### src/rtl/core/laq_pkg.sv
// Shared types and constants for the line assembly ring queue.
package laq_pkg;

    localparam int LEN_W   = 6;
    localparam int RTC_LEN = 6;

    localparam logic [7:0] CHAR_LF = 8'h0A;
    localparam logic [7:0] CHAR_CR = 8'h0D;

    localparam logic [2:0] EV_STORED      = 3'd0;
    localparam logic [2:0] EV_CLOSED      = 3'd1;
    localparam logic [2:0] EV_OVERFLOW    = 3'd2;
    localparam logic [2:0] EV_FULL        = 3'd3;
    localparam logic [2:0] EV_BYTE        = 3'd4;
    localparam logic [2:0] EV_EMPTY_LINE  = 3'd5;
    localparam logic [2:0] EV_QUEUE_EMPTY = 3'd6;

    localparam logic OP_RX      = 1'b0;
    localparam logic OP_DEQUEUE = 1'b1;

    typedef struct packed {
        logic       opcode;
        logic [7:0] rx_byte;
        logic       is_term;
    } item_t;

    // "setrtc" prefix character at position i
    function automatic logic [7:0] rtc_char(input logic [2:0] i);
        logic [7:0] c;
        case (i)
            3'd0:    c = 8'h73;
            3'd1:    c = 8'h65;
            3'd2:    c = 8'h74;
            3'd3:    c = 8'h72;
            3'd4:    c = 8'h74;
            3'd5:    c = 8'h63;
            default: c = 8'h00;
        endcase
        return c;
    endfunction

endpackage

### src/rtl/core/laq_front.sv
// Input side: accepts beats, marks line terminators, buffers them in a two-entry queue.
module laq_front (
    input  logic           aclk,
    input  logic           aresetn,
    input  logic           s_valid,
    output logic           s_ready,
    input  logic           s_opcode,
    input  logic [7:0]     s_rx_byte,
    output laq_pkg::item_t item,
    output logic           item_valid,
    input  logic           item_ready
);
    import laq_pkg::*;

    item_t      q_reg [2];
    logic       wr_ptr_reg, wr_ptr_next;
    logic       rd_ptr_reg, rd_ptr_next;
    logic [1:0] count_reg, count_next;
    logic       push, pop;
    item_t      in_item;

    assign s_ready    = (count_reg != 2'd2);
    assign item_valid = (count_reg != 2'd0);
    assign item       = q_reg[rd_ptr_reg];
    assign push       = s_valid && s_ready;
    assign pop        = item_valid && item_ready;

    always_comb begin
        in_item.opcode  = s_opcode;
        in_item.rx_byte = s_rx_byte;
        in_item.is_term = (s_rx_byte == CHAR_LF) || (s_rx_byte == CHAR_CR);
        wr_ptr_next = push ? ~wr_ptr_reg : wr_ptr_reg;
        rd_ptr_next = pop ? ~rd_ptr_reg : rd_ptr_reg;
        count_next  = count_reg + 2'(push) - 2'(pop);
    end

    always_ff @(posedge aclk) begin
        if (!aresetn) begin
            wr_ptr_reg <= 1'b0;
            rd_ptr_reg <= 1'b0;
            count_reg  <= 2'd0;
        end else begin
            wr_ptr_reg <= wr_ptr_next;
            rd_ptr_reg <= rd_ptr_next;
            count_reg  <= count_next;
        end
    end

    always_ff @(posedge aclk) begin
        if (push) begin
            q_reg[wr_ptr_reg] <= in_item;
        end
    end

endmodule

### config.mk
export PLATFORM = sky130hd
export DESIGN_NAME = laq_front
export DESIGN_NICKNAME = d
export VERILOG_FILES = /design/src/rtl/core/laq_pkg.sv /design/src/rtl/core/laq_front.sv
export SDC_FILE = /design/constraint.sdc
export NUM_CORES = 1
export LEC_CHECK = 0
export BUFFER_PORTS_ARGS = -buffer_cell sky130_fd_sc_hd__clkbuf_2
export CAP_MARGIN = 20
export CELL_PAD_IN_SITES_DETAIL_PLACEMENT = 0
export CELL_PAD_IN_SITES_GLOBAL_PLACEMENT = 1
export CORE_MARGIN = 3
export CORE_UTILIZATION = 41
export DETAILED_ROUTE_END_ITERATION = 6
export GPL_TIMING_DRIVEN = 0
export PLACE_DENSITY = 0.77
export SKIP_LAST_GASP = 1
export SLEW_MARGIN = 20
export SYNTH_ARGS = -nofsm -noshare
export SYNTH_HDL_FRONTEND = slang
export SYNTH_SLANG_ARGS = --single-unit
### constraint.sdc
create_clock -name aclk -period 1.9 [get_ports aclk]
set_input_delay 0.38 -clock aclk [delete_from_list [all_inputs] [get_ports aclk]]
set_output_delay 0.38 -clock aclk [all_outputs]
set_load 0.005 [all_outputs]
==> metrics <==
status=finished clean; register area share after synthesis=68.9%; port bufs=24; CTS Root Cell=clkbuf_4; leakage=0.485 nW; number of flip-flops in the largest register=20; DIE HEIGHT=55.8 um; clk_lat worst skew=0.30 ns; via count=613; count leader, synth=edfxtp_1; CORE AREA=2280 um^2; first-pass GRT wire length=2.61 mm; startpoint types=flop; Final Instance Area=1200 um^2; Iteration-0 DRC Markers=10; # Max-Cap Violations=0; HPWL Detailed=1.15 mm; CP Data Required Time=1.52 ns; Worst-path clk slew=0.13 ns; pre-CTS setup slack=0.247 ns; Critical Path Fanout Max=10; Area after DPL=1170 um^2; RePlAce Congestion=0.674; post-synth top area share=59.0%; Total Routed Length=1.55 mm; gr usage total=10.7%; Final min period=1.72 ns; Post-Synthesis Cells=66; ANT nets after route=0; area grow syn2layout=18.0%; power density over the cells=1010 nW/um^2; gr ovfl total=0; yosys warns=0; multi-input combinational cell area=304 um^2; clock sinks=25; syn_nets=80; H-tree depth=1; Post-CTS Resized=0; Synth Cell Area=1020 um^2; Boundary Pins=25; Vias per Instance=5.02; Hold Path Class=in -> reg; mean area per synthesized cell=15.4 um^2; # DRC=0; Worst VDD drop=0.598 mV; final period utilization=90.6%; DR pass1 iterations=4; Post-CTS Setup Bufs=0; Unique masters post-synth=26; Initial Utilization=44.7%; register bit total from synthesis=25; TritonCTS clock tree=built; fillcell total=205; vias in the first global route=612; largest net degree at the start of global routing=15; CTS max path bufs=2; Crit Path Class=reg -> out; # hold bufs at CTS=0; final hold violations=0; final setup fails=0; Layout Skew=0.00633 ns; die area=3110 um^2; setup TNS=0 ns; final slew viol count=0; share of cells above drive strength 1=33.0%; hold_ws=0.265 ns; cts bufs inserted=3; register area=701 um^2; FP Rows=17; Async SR Flop Fraction=0%; Final #Nets=109; Synth top cells by count=edfxtp_1, mux2_1, dfxtp_1, nor2_1, and3_1; antenna diode count=0; number of flops mapped to enable cells by yosys=20; Post-synth top flop=edfxtp_1; Synth area leaders=edfxtp_1, mux2_1, dfxtp_1; routed length per placed instance=12.7 um; Rel. slew slack=68.2%; RSZ-0062 raised after global routing=false; Worst Tran Pin Value=0.477 ns; worst path arrival time=1.34 ns; Die W=55.8 um; Max Fclk=581 MHz; initial antenna violation count=0; Critical Path End Type=primary output; dominant cell type by area after synthesis=edfxtp_1; worst setup margin=0.178 ns
[metal layers]
| layer | global-route usage, % | part of all wire [%] | vias to the layer above |
|---|---|---|---|
| li1 | - | - | 306 |
| met1 | 13.7 | 48 | 291 |
| met2 | 17.2 | 47 | 14 |
| met3 | 2.78 | 4.6 | 2 |
| met4 | 4.07 | 0.84 | 0 |
| met5 | 0 | 0 | - |
[logic make-up (layout without fill, tap and decap cells)]
group / Yosys count / after routing / synth area share, %
fa+ha+maj: 1 / 1 / 1.23
mux: 10 / 10 / 11.1
flops: 25 / 25 / 68.9
xor+xnor: 1 / 1 / 0.861
buf+inv: 3 / 31 / 1.23
compound gates: 7 / 7 / 4.92
simple gates: 19 / 19 / 11.8
[path summary, 6_finish.rpt]
path                                           endpoint  cells past startpoint                     from  slack [ns]
worst max-delay path                            item[0]                      3                     flop        0.18
worst min register to register                     flop                      2  rd_ptr_reg$_SDFFE_PN0P_        0.52
worst min-delay path              q_reg[0][9]$_DFFE_PP_                      1                 s_opcode        0.26
worst max register to register  count_reg[1]$_SDFF_PN0_                      6  count_reg[1]$_SDFF_PN0_        0.26
[report_power, final]
group          total [mW]  switching [mW]  leakage (nW)  internal, mW
sequential          0.701          0.0337         0.229         0.667
combinational       0.293           0.142         0.238         0.151
clock               0.219           0.141        0.0177        0.0783
total                1.21           0.317         0.485         0.896
[final cells by class]
cell class,instances,share of cell area (%)
Sequential cell,25,58.4
Multi-Input combinational cell,38,25.3
Timing Repair Buffer,24,10.0
Tap cell,28,2.92
Clock buffer,3,1.88
Inverter,2,0.626
Clock inverter,1,0.417
Buffer,1,0.417
[stage by stage]
step	power [mW]	std cells	utilization (%)
CTS	1.23	122	52.7
global placement	1.01	118	51.5
global route	1.30	122	52.7
detailed placement	1.01	118	51.5
finish	1.21	122	52.7
floorplan	0.893	66	-
[layout by cell type (no fill, tap or decap)]
cell      synthesis  final
clkbuf_2          0     24
edfxtp_1         20     20
mux2_1           10     10
dfxtp_1           5      5
nor2_1            4      4
and3_1            3      3
clkbuf_4          0      3
nand2b_1          2      2
nor4_1            2      2
inv_1             2      2
buf_2             1      1
nor2b_1           1      1
o21ba_1           1      1
nand3_1           1      1
o21ai_0           1      1
nand2_1           1      1
o22ai_1           1      1
o21ai_1           1      1
xor2_1            1      1
nand3b_1          1      1
or2_1             1      1
and2_1            1      1
a21bo_1           1      1
a21oi_1           1      1
nor4bb_2          1      1
o31a_1            1      1
nor3_2            1      1
ha_1              1      1
clkinv_2          0      1
[worst max-delay path, cell delays in order, from the launching register on]
cell and delay, ns:
dfxtp_1 0.32, buf_2 0.25, mux2_1 0.36, clkbuf_2 0.12
No activity file was read; power rests on OpenSTA's default activity.
